## src/itew_pkg.sv

```systemverilog
`default_nettype none
// ----------------------------------------------------------------------------
// itew_pkg
// Shared types, word codes and sizes for the integer to English word block.
// ----------------------------------------------------------------------------
package itew_pkg;

    localparam int NUMBER_WIDTH = 31;
    localparam int WORD_WIDTH   = 5;
    localparam int DIGIT_COUNT  = 10;
    localparam int STEP_COUNT   = 16;
    localparam int STEP_WIDTH   = $clog2(STEP_COUNT);
    localparam int GROUP_COUNT  = 4;
    localparam int SLOTS_PER_GROUP = 5;
    localparam int SLOT_COUNT   = GROUP_COUNT * SLOTS_PER_GROUP;

    typedef logic [3:0] digit_t;
    typedef digit_t [DIGIT_COUNT-1:0] bcd_t;
    typedef logic [WORD_WIDTH-1:0] word_t;

    localparam word_t W_ZERO     = 5'd0;
    localparam word_t W_TEEN     = 5'd10;
    localparam word_t W_TENS     = 5'd18;
    localparam word_t W_HUNDRED  = 5'd28;
    localparam word_t W_THOUSAND = 5'd29;
    localparam word_t W_MILLION  = 5'd30;
    localparam word_t W_BILLION  = 5'd31;

    typedef enum logic [1:0] {
        FRONT_IDLE,
        FRONT_CONV,
        FRONT_DONE
    } front_state_t;

    function automatic word_t scale_word(input int g);
        word_t w;
        case (g)
            0:       w = W_BILLION;
            1:       w = W_MILLION;
            default: w = W_THOUSAND;
        endcase
        return w;
    endfunction

endpackage
`default_nettype wire

```

## src/itew_front.sv

```systemverilog
`default_nettype none
// ----------------------------------------------------------------------------
// itew_front
// Accepts a number and converts it to ten decimal digits, two bits a cycle.
// ----------------------------------------------------------------------------
module itew_front (
    input  wire logic                                 clk,
    input  wire logic                                 rst_n,
    input  wire logic                                 in_valid,
    output logic                                      in_ready,
    input  wire logic [itew_pkg::NUMBER_WIDTH-1:0]    number,
    output logic                                      push_valid,
    input  wire logic                                 push_ready,
    output itew_pkg::bcd_t                            push_data
);
    import itew_pkg::*;

    front_state_t          state_reg, state_next;
    logic [STEP_WIDTH-1:0] cnt_reg, cnt_next;
    logic [31:0]           shift_reg, shift_next;
    bcd_t                  bcd_reg, bcd_next;
    bcd_t                  bcd_step;
    logic                  accept;
    logic                  last_step;

    always_comb
    begin
        bcd_t        b;
        logic [31:0] s;
        b = bcd_reg;
        s = shift_reg;
        for (int k = 0; k < 2; k++)
        begin
            for (int i = 0; i < DIGIT_COUNT; i++)
            begin
                if (b[i] >= 4'd5)
                begin
                    b[i] = b[i] + 4'd3;
                end
            end
            b = bcd_t'({b, s[31]});
            s = {s[30:0], 1'b0};
        end
        bcd_step = b;
    end

    assign last_step = (cnt_reg == STEP_WIDTH'(STEP_COUNT - 1));
    assign accept    = in_valid && in_ready;

    always_comb
    begin
        case (state_reg)
            FRONT_IDLE:
            begin
                in_ready   = 1'b1;
                push_valid = 1'b0;
                push_data  = bcd_step;
            end
            FRONT_CONV:
            begin
                in_ready   = last_step && push_ready;
                push_valid = last_step;
                push_data  = bcd_step;
            end
            FRONT_DONE:
            begin
                in_ready   = push_ready;
                push_valid = 1'b1;
                push_data  = bcd_reg;
            end
            default:
            begin
                in_ready   = 1'b0;
                push_valid = 1'b0;
                push_data  = bcd_reg;
            end
        endcase
    end

    always_comb
    begin
        state_next = state_reg;
        case (state_reg)
            FRONT_IDLE:
            begin
                if (in_valid)
                begin
                    state_next = FRONT_CONV;
                end
            end
            FRONT_CONV:
            begin
                if (last_step)
                begin
                    if (!push_ready)
                    begin
                        state_next = FRONT_DONE;
                    end
                    else if (in_valid)
                    begin
                        state_next = FRONT_CONV;
                    end
                    else
                    begin
                        state_next = FRONT_IDLE;
                    end
                end
            end
            FRONT_DONE:
            begin
                if (push_ready)
                begin
                    state_next = in_valid ? FRONT_CONV : FRONT_IDLE;
                end
            end
            default:
            begin
                state_next = FRONT_IDLE;
            end
        endcase
    end

    always_comb
    begin
        cnt_next   = cnt_reg;
        shift_next = shift_reg;
        bcd_next   = bcd_reg;
        if (accept)
        begin
            cnt_next   = '0;
            shift_next = {1'b0, number};
            bcd_next   = '0;
        end
        else if (state_reg == FRONT_CONV)
        begin
            cnt_next   = cnt_reg + 1'b1;
            shift_next = {shift_reg[29:0], 2'b00};
            bcd_next   = bcd_step;
        end
    end

    always_ff @(posedge clk or negedge rst_n)
    begin
        if (!rst_n)
        begin
            state_reg <= FRONT_IDLE;
            cnt_reg   <= '0;
        end
        else
        begin
            state_reg <= state_next;
            cnt_reg   <= cnt_next;
        end
    end

    always_ff @(posedge clk)
    begin
        shift_reg <= shift_next;
        bcd_reg   <= bcd_next;
    end

endmodule
`default_nettype wire

```

## src/itew_fifo.sv

```systemverilog
`default_nettype none
// ----------------------------------------------------------------------------
// itew_fifo
// Two-entry queue of digit sets between the converter and the word sequencer.
// ----------------------------------------------------------------------------
module itew_fifo (
    input  wire logic           clk,
    input  wire logic           rst_n,
    input  wire logic           push_valid,
    output logic                push_ready,
    input  wire itew_pkg::bcd_t push_data,
    output logic                pop_valid,
    input  wire logic           pop,
    output itew_pkg::bcd_t      pop_data
);
    import itew_pkg::*;

    bcd_t       mem_reg [2];
    logic       wr_ptr_reg, wr_ptr_next;
    logic       rd_ptr_reg, rd_ptr_next;
    logic [1:0] count_reg, count_next;
    logic       do_push;
    logic       do_pop;

    assign push_ready = (count_reg != 2'd2);
    assign pop_valid  = (count_reg != 2'd0);
    assign pop_data   = mem_reg[rd_ptr_reg];
    assign do_push    = push_valid && push_ready;
    assign do_pop     = pop && pop_valid;

    always_comb
    begin
        wr_ptr_next = do_push ? ~wr_ptr_reg : wr_ptr_reg;
        rd_ptr_next = do_pop ? ~rd_ptr_reg : rd_ptr_reg;
        count_next  = count_reg + {1'b0, do_push} - {1'b0, do_pop};
    end

    always_ff @(posedge clk or negedge rst_n)
    begin
        if (!rst_n)
        begin
            wr_ptr_reg <= 1'b0;
            rd_ptr_reg <= 1'b0;
            count_reg  <= 2'd0;
        end
        else
        begin
            wr_ptr_reg <= wr_ptr_next;
            rd_ptr_reg <= rd_ptr_next;
            count_reg  <= count_next;
        end
    end

    always_ff @(posedge clk)
    begin
        if (do_push)
        begin
            mem_reg[wr_ptr_reg] <= push_data;
        end
    end

endmodule
`default_nettype wire

```

## src/itew_back.sv

```systemverilog
`default_nettype none
// ----------------------------------------------------------------------------
// itew_back
// Walks the word slots of one number, one word per cycle while out_ready is high.
// ----------------------------------------------------------------------------
module itew_back (
    input  wire logic            clk,
    input  wire logic            rst_n,
    input  wire logic            head_valid,
    input  wire itew_pkg::bcd_t  head_data,
    output logic                 pop,
    output logic                 out_valid,
    input  wire logic            out_ready,
    output itew_pkg::word_t      word,
    output logic                 last
);
    import itew_pkg::*;

    logic [SLOT_COUNT-1:0] slot_valid;
    word_t                 slot_code [SLOT_COUNT];
    digit_t                grp [GROUP_COUNT][3];
    logic [SLOT_COUNT-1:0] done_mask_reg, done_mask_next;
    logic [SLOT_COUNT-1:0] remain;
    logic [SLOT_COUNT-1:0] sel;
    logic                  sel_last;
    word_t                 sel_code;
    logic                  emit;
    logic                  out_valid_reg, out_valid_next;
    word_t                 word_reg, word_next;
    logic                  last_reg, last_next;

    always_comb
    begin
        grp[0][0] = 4'd0;
        grp[0][1] = 4'd0;
        grp[0][2] = head_data[9];
        grp[1][0] = head_data[8];
        grp[1][1] = head_data[7];
        grp[1][2] = head_data[6];
        grp[2][0] = head_data[5];
        grp[2][1] = head_data[4];
        grp[2][2] = head_data[3];
        grp[3][0] = head_data[2];
        grp[3][1] = head_data[1];
        grp[3][2] = head_data[0];
    end

    always_comb
    begin
        for (int g = 0; g < GROUP_COUNT; g++)
        begin
            slot_valid[g*5]     = (grp[g][0] != 4'd0);
            slot_code[g*5]      = {1'b0, grp[g][0]};
            slot_valid[g*5 + 1] = (grp[g][0] != 4'd0);
            slot_code[g*5 + 1]  = W_HUNDRED;
            slot_valid[g*5 + 2] = (grp[g][1] != 4'd0) || (grp[g][2] != 4'd0);
            if (grp[g][1] >= 4'd2)
            begin
                slot_code[g*5 + 2] = W_TENS + {1'b0, grp[g][1]};
            end
            else if (grp[g][1] == 4'd1)
            begin
                slot_code[g*5 + 2] = W_TEEN + {1'b0, grp[g][2]};
            end
            else
            begin
                slot_code[g*5 + 2] = {1'b0, grp[g][2]};
            end
            slot_valid[g*5 + 3] = (grp[g][1] >= 4'd2) && (grp[g][2] != 4'd0);
            slot_code[g*5 + 3]  = {1'b0, grp[g][2]};
            slot_valid[g*5 + 4] = (g != GROUP_COUNT - 1) &&
                                  ((grp[g][0] != 4'd0) || (grp[g][1] != 4'd0) ||
                                   (grp[g][2] != 4'd0));
            slot_code[g*5 + 4]  = scale_word(g);
        end
        if (head_data == '0)
        begin
            slot_valid[0] = 1'b1;
            slot_code[0]  = W_ZERO;
        end
    end

    always_comb
    begin
        remain   = slot_valid & ~done_mask_reg;
        sel      = remain & (~remain + 1'b1);
        sel_last = ((remain & (remain - 1'b1)) == '0);
        sel_code = '0;
        for (int i = 0; i < SLOT_COUNT; i++)
        begin
            sel_code = sel_code | (slot_code[i] & {WORD_WIDTH{sel[i]}});
        end
    end

    assign emit = head_valid && (!out_valid_reg || out_ready);
    assign pop  = emit && sel_last;

    always_comb
    begin
        done_mask_next = done_mask_reg;
        out_valid_next = out_valid_reg && !out_ready;
        word_next      = word_reg;
        last_next      = last_reg;
        if (emit)
        begin
            done_mask_next = sel_last ? '0 : (done_mask_reg | sel);
            out_valid_next = 1'b1;
            word_next      = sel_code;
            last_next      = sel_last;
        end
    end

    always_ff @(posedge clk or negedge rst_n)
    begin
        if (!rst_n)
        begin
            done_mask_reg <= '0;
            out_valid_reg <= 1'b0;
        end
        else
        begin
            done_mask_reg <= done_mask_next;
            out_valid_reg <= out_valid_next;
        end
    end

    always_ff @(posedge clk)
    begin
        word_reg <= word_next;
        last_reg <= last_next;
    end

    assign out_valid = out_valid_reg;
    assign word      = word_reg;
    assign last      = last_reg;

endmodule
`default_nettype wire

```

## src/integer_to_english_word_tokens.sv

```systemverilog
`default_nettype none
// ----------------------------------------------------------------------------
// integer_to_english_word_tokens
// Names a 31-bit non-negative integer as a sequence of English word codes.
//
// The input channel (in_valid, in_ready, number) takes one number. The
// output channel (out_valid, out_ready, word, last) gives its words in
// reading order, one word per cycle while out_ready is high, with last
// set on the final word. The front converter forms ten decimal digits,
// two bits per cycle, and takes no new number before its last step. The
// first word of a number passes the front converter, the queue and the
// output register; its other words follow while out_ready is high.
// A two-entry queue of digit sets lets the converter start the next number
// while the word sequencer is still emitting, and the output register
// passes one word per cycle while out_ready stays high. When the
// receiver stalls, the current word is held and the queue fills, after
// which in_ready stays low. Reset clears all control state and leaves the
// block empty and ready.
// ----------------------------------------------------------------------------
module integer_to_english_word_tokens (
    input  wire logic                              clk,
    input  wire logic                              rst_n,
    input  wire logic                              in_valid,
    output logic                                   in_ready,
    input  wire logic [itew_pkg::NUMBER_WIDTH-1:0] number,
    output logic                                   out_valid,
    input  wire logic                              out_ready,
    output logic [itew_pkg::WORD_WIDTH-1:0]        word,
    output logic                                   last
);
    import itew_pkg::*;

    logic  push_valid;
    logic  push_ready;
    bcd_t  push_data;
    logic  head_valid;
    bcd_t  head_data;
    logic  pop;
    word_t word_int;

    itew_front u_front (
        .clk        (clk),
        .rst_n      (rst_n),
        .in_valid   (in_valid),
        .in_ready   (in_ready),
        .number     (number),
        .push_valid (push_valid),
        .push_ready (push_ready),
        .push_data  (push_data)
    );

    itew_fifo u_fifo (
        .clk        (clk),
        .rst_n      (rst_n),
        .push_valid (push_valid),
        .push_ready (push_ready),
        .push_data  (push_data),
        .pop_valid  (head_valid),
        .pop        (pop),
        .pop_data   (head_data)
    );

    itew_back u_back (
        .clk        (clk),
        .rst_n      (rst_n),
        .head_valid (head_valid),
        .head_data  (head_data),
        .pop        (pop),
        .out_valid  (out_valid),
        .out_ready  (out_ready),
        .word       (word_int),
        .last       (last)
    );

    assign word = word_int;

endmodule
`default_nettype wire
```

## config.mk

```make
export PLATFORM = sky130hd
export DESIGN_NAME = integer_to_english_word_tokens
export DESIGN_NICKNAME = d
export VERILOG_FILES = /design/src/itew_pkg.sv /design/src/itew_front.sv /design/src/itew_fifo.sv /design/src/itew_back.sv /design/src/integer_to_english_word_tokens.sv
export SDC_FILE = /design/constraint.sdc
export NUM_CORES = 1
export LEC_CHECK = 0
export ABC_AREA = 1
export BUFFER_PORTS_ARGS = -buffer_cell sky130_fd_sc_hd__buf_4
export CORE_MARGIN = 2
export CORE_UTILIZATION = 35
export DETAILED_ROUTE_END_ITERATION = 8
export SYNTH_ARGS = -nofsm -noshare
export SYNTH_HDL_FRONTEND = slang
export SYNTH_HIERARCHICAL = 1
export SYNTH_SLANG_ARGS = --single-unit
```

## constraint.sdc

```tcl
create_clock -name clk -period 8 [get_ports clk]
set_input_delay 0 -clock clk [delete_from_list [all_inputs] [get_ports clk]]
set_output_delay 0 -clock clk [all_outputs]
set_load 0.02 [all_outputs]
```

# Yosys cells after proc, flatten, opt, wreduce, memory -nomap -nowiden
# Memories as Yosys holds them, arrays and structs flattened.
# Index checks and enable logic that the tools add are counted.
# op_classes
n_addsub	31
n_mux	44
magnitude_cmp	23
n_bitwise	37
n_eq_ne	10
n_reduce_logical	37
# op_table
operator	n
5-bit bitwise OR	18
4-bit by 3-bit greater-or-equal comparator with 1-bit output (second input constant)	20
4-bit 2-to-1 mux	20
4-bit by 2-bit adder with 4-bit output (second input constant)	18
31-bit 2-to-1 mux	2
20-bit bitwise AND	2
4-bit by 5-bit bitwise AND with 5-bit output	8
40-bit logical NOT	1
40-bit 2-to-1 mux	1
20-bit NOT	2
4-bit nonzero test	10
5-bit 2-to-1 mux	6
20-bit by 1-bit adder with 20-bit output (second input constant)	1
19-bit by 20-bit bitwise AND with 20-bit output	1
20-bit logical NOT	1
20-bit 2-to-1 mux	1
20-bit bitwise OR	1
20-bit by 1-bit subtractor with 20-bit output (second input constant)	1
4-bit by 4-bit adder with 5-bit output (first input constant)	3
5-bit by 4-bit adder with 5-bit output (first input constant)	3
5-bit bitwise AND	3
4-bit by 1-bit == test with 1-bit output (second input constant)	3
4-bit by 2-bit greater-or-equal comparator with 1-bit output (second input constant)	3
1-bit logical AND	10
other kinds (22)	43
# word_totals
out_inout_bits	8
wordCells	204
mem_bits_rw	80
mem_count	1
ff_bits	109
in_bits	35
# mem_list
name	depth	width	read_ports	rd_ports_with_merged_regs	wr	line_no	source
u_fifo.mem_reg	2	40	1	0	1	itew_fifo.sv:18	bcd_t mem_reg [2];

# Logic depth before layout (Yosys ltp)
# An unclocked memory read counts as a cell.
# logic_depth
depth_word	27
ltp_mapped	27
ltp_nobuf	25

# Modules after synthesis
# The synthesis kept the hierarchy.
# by_module_without_submodules
mod	seq_area_each_um2	cells_per_inst	n_inst	area_per_inst_um2
itew_front	1901.8	869	1	5496.5
itew_fifo	2502.4	241	1	3205.6
itew_back	630.6	415	1	2576.2

# Least setup slack after synthesis
# No wires, ideal clock.
# synth_path
path_kind	reg-to-reg
start	reg u_front.state_reg[1]
end	mem u_fifo/mem_reg[1][0] in the netlist's numbering (enable)
period_less_slack_ps	3421
setup_ps	437
t_required_ps	7563
arrival_ps	2984
path_stages_with_launch	10
slack_ps	4579
path_buffers	1
path_cell_list	dfrtp_1 > inv_1 > ha_1 > buf_2 > inv_1 > nor2_1 > nand2_1 > a21boi_0 > nand2_1 > nor2_1
# synth_via
elab_chain_cells	5
word_cells_on_any_way	6
classes_between	eq/ne (2); mux (3); reduce/logical (1)
# synth_lines
item	line_no	source
from (decl)	itew_front.sv:18	front_state_t state_reg, state_next;
from (signal assigned)	itew_front.sv:151	state_reg <= state_next;
2-bit == test / 2-bit by 1-bit == test with 1-bit output (equally long branches)	itew_front.sv:52	case (state_reg)
1-bit one-hot mux with 2 select lines (*)	itew_front.sv:52	
named net push_valid	integer_to_english_word_tokens.sv:33	logic push_valid;
1-bit logical AND (*)	itew_fifo.sv:28	assign do_push = push_valid && push_ready;
1-bit 2-to-1 mux (*)	itew_fifo.sv:56	if (do_push)
1-bit 2-to-1 mux (implied by the code) (*)	itew_fifo.sv:58	mem_reg[wr_ptr_reg] <= push_data;
to (decl)	itew_fifo.sv:18	
# The timed path passes the listed nets; every way through them passes the cells marked *.

==> impl_metrics.csv <==
group,metric,value,unit
synthesis,synth_top_area_frac,0.312,
die,initial_core_util,0.356,
clocking,cts_setup_buffers,0,
clocking,cts_tree,"yes",
routing,ant_nets,0,
die,fp-row-count,65,
synthesis,syn_inst,1525,
critical_path,cpMostUsedCell,"nand2_1",
die,num_io_pins,43,
power_and_ir_drop,power.leakage,6.36,nW
synthesis,yosys.area.top_type,"edfxtp_1",
job,drv_cap,0,
sta,holdWs,36.8,ps
die,die_area,33700,µm²
synthesis,synth.top_cells.by_area,"edfxtp_1, nand2_1, dfxtp_1",
critical_path,slowest_delay,380,ps
clocking,ctsRootBufferMaster,"clkbuf_16",
synthesis,netlist_area,11300,µm²
grt,grt_pass1_vias,8915,
clocking,clock_latency,440,ps
clocking,ctsHoldBuffers,34,
finish,area_growth,14.0,%
synthesis,yosys_warnings,6,
sta,min_period,3680,ps
finish,layout.nets,1662,
clocking,path_clk_slew,70,ps
critical_path,r2r-start,"u_fifo/rd_ptr_reg",
grt,overflow,0,
synthesis,seq_area_frac_synth,0.446,
die,die_w,184,µm
critical_path,slowest_stage,"buf_4",
synthesis,avgSynthCellArea,7.40,µm²
routing,finalWirelength,26.5,mm
grt,grt_max_degree,66,
finish,antennaDiodeCount,0,
sta,setup-tns-final,0,ps
finish,drive_gt1_frac,0.103,
grt,grt_use_met3,0.0238,
clocking,cts_max_level,4,
critical_path,startpoint_type,"flop",
critical_path,cp_max_fo,41,
sta,finalHoldViolCount,0,
sta,fmax,0.272,GHz
clocking,cts-resized-gates,0,
place,gp_congestion,0.915,
place,portBuffers,42,
grt,antenna_found_initial,0,
place,dp_hpwl,19.0,mm
sta,slew_headroom,0.428,
grt,met1_usage,0.226,
grt,grt_pass1_wl,44.0,mm
critical_path,setup.worst_path.start,"u_fifo/rd_ptr_reg",
sta,min_period_over_period,0.460,
critical_path,cp.arrival,4010,ps
grt,met2_usage,0.269,
power_and_ir_drop,p_per_area,381,nW/µm²
synthesis,synth_cell_types,49,
sta,fin_skew,16.5,ps
routing,routed_via_density,4.70,
die,core_area,31600,µm²
routing,drt-pass1-iter-count,5,
finish,fill_cells,3198,
sta,tightest_slew,857,ps
die,die_h,184,µm
synthesis,synth-seq-cells,186,
routing,drt-wirelength-per-cell,13.2,µm
critical_path,critPathCaptureType,"flop",
run_status,outcome,"finished clean",
routing,drtIter0Drc,561,
finish,largest_reg_flops,80,
grt,grtUsageTotal,0.163,
grt,busiest_layer,"met2",
worst_hold_path,hp-class,"primary input to async pin",
clocking,cts_buffers,17,
synthesis,synth_nets,1595,
critical_path,critPathKind,"flop to flop",
clocking,max-clock-path-buffers,2,
sta,maxSlewViolCount,0,
power_and_ir_drop,ir_worst_vdd,0.000190,V
sta,setup_viol_count_final,0,
critical_path,required,8330,ps
power_and_ir_drop,power.total,4.90,mW
routing,vias,9436,
sta,rsz0062_at_grt,"false",
routing,drc_errors,0,
clocking,clock_sinks,186,
## placed cells by master, fill, tap and decap left out, types with 10 or more instances in the layout
cell / n
dfxtp_1: 41
dlygate4sd3_1: 34
nand2_2: 25
buf_4: 50
nand3_2: 12
ha_1: 35
inv_1: 218
o22ai_1: 10
nand4_1: 17
edfxtp_1: 117
a21oi_2: 10
inv_2: 10
dfrtp_1: 28
nand3_1: 82
nor2_1: 76
a21oi_1: 23
o21ai_0: 94
clkbuf_16: 17
nand2_1: 618
## stage by stage
step | area, µm² | cells | setup WS (ps) | util
floorplan | 11300 | 1525 | 4580 | -
global route | 12900 | 2007 | 3850 | 0.406
detailed placement | 11900 | 1941 | 4260 | 0.377
global placement | 11900 | 1941 | 4230 | 0.377
finish | 12900 | 2007 | 4320 | 0.406
CTS | 12900 | 2007 | 4230 | 0.406
## per-layer routing
| metal | vias up | share of wire |
|---|---|---|
| li1 | 4976 | - |
| met1 | 4322 | 0.51 |
| met2 | 121 | 0.45 |
| met3 | 17 | 0.028 |
| met4 | 0 | 0.0098 |
| met5 | - | 0 |
## final timing paths
kind,slack [ps],depth (start not counted),end
worst max-delay path,4320,25,u_fifo/count_reg[1]
worst max register to register,4320,25,u_fifo/count_reg[1]
worst min-delay path,40,2,u_front/cnt_reg[3]
worst min register to register,460,2,u_front/shift_reg[31]
max in group asynchronous,7670,2,u_back/done_mask_reg[8]
min in group clk,300,3,u_back/out_valid
## cell families (layout without fill, tap and decap cells)
family                     Yosys count  count (layout)  synth area share
adders and majority gates           35              35            0.0388
buffers and inverters              266             346            0.0983
AOI/OAI and AO/OA                  166             166            0.0830
and+or+nand+nor                    862             862             0.326
xor gates and xnor gates            10              10           0.00777
DFF                                186             186             0.446
## worst max-delay path: cells and delay by family (launching register included)
family / cells / cell delay [ps]
flip-flops: 1 / 340
buffers and inverters: 8 / 970
AND/OR/NAND/NOR: 15 / 1850
adder cells (fa/ha/maj): 2 / 370
## report_power, final
group | switching [mW] | internal (mW) | leakage, nW
clock network | 0.415 | 0.425 | 0.282
registers | 0.126 | 1.45 | 1.73
logic | 1.77 | 0.713 | 4.35
## synthesized netlist by cell type (all sizes together)
cell type and n:
nand2 647, inv 229, edfxtp 117, o21ai 103
nand3 96, nor2 91, dfxtp 41, ha 35
a21oi 33, dfrtp 28, buf 26, nand4 17
clkbuf 10, o22ai 10, nor3 6, xor2 6
o211ai 5, nand3b 4, xnor2 4, o21a 3
o21bai 3, a31oi 2, a211oi 1, a21boi 1
a22oi 1, a311oi 1, clkinv 1, o2111ai 1
o221ai 1, o31ai 1, or2 1
## area by class of cell
type / instances / area, µm² / share of cell area
Multi-Input combinational cell: 1073 / 5150 / 0.400
Sequential cell: 186 / 5030 / 0.392
Inverter: 230 / 871 / 0.0677
Timing Repair Buffer: 84 / 716 / 0.0557
Tap cell: 402 / 503 / 0.0391
Clock buffer: 18 / 439 / 0.0342
Clock inverter: 14 / 146 / 0.0114
Power figures use the tool's default switching activity.
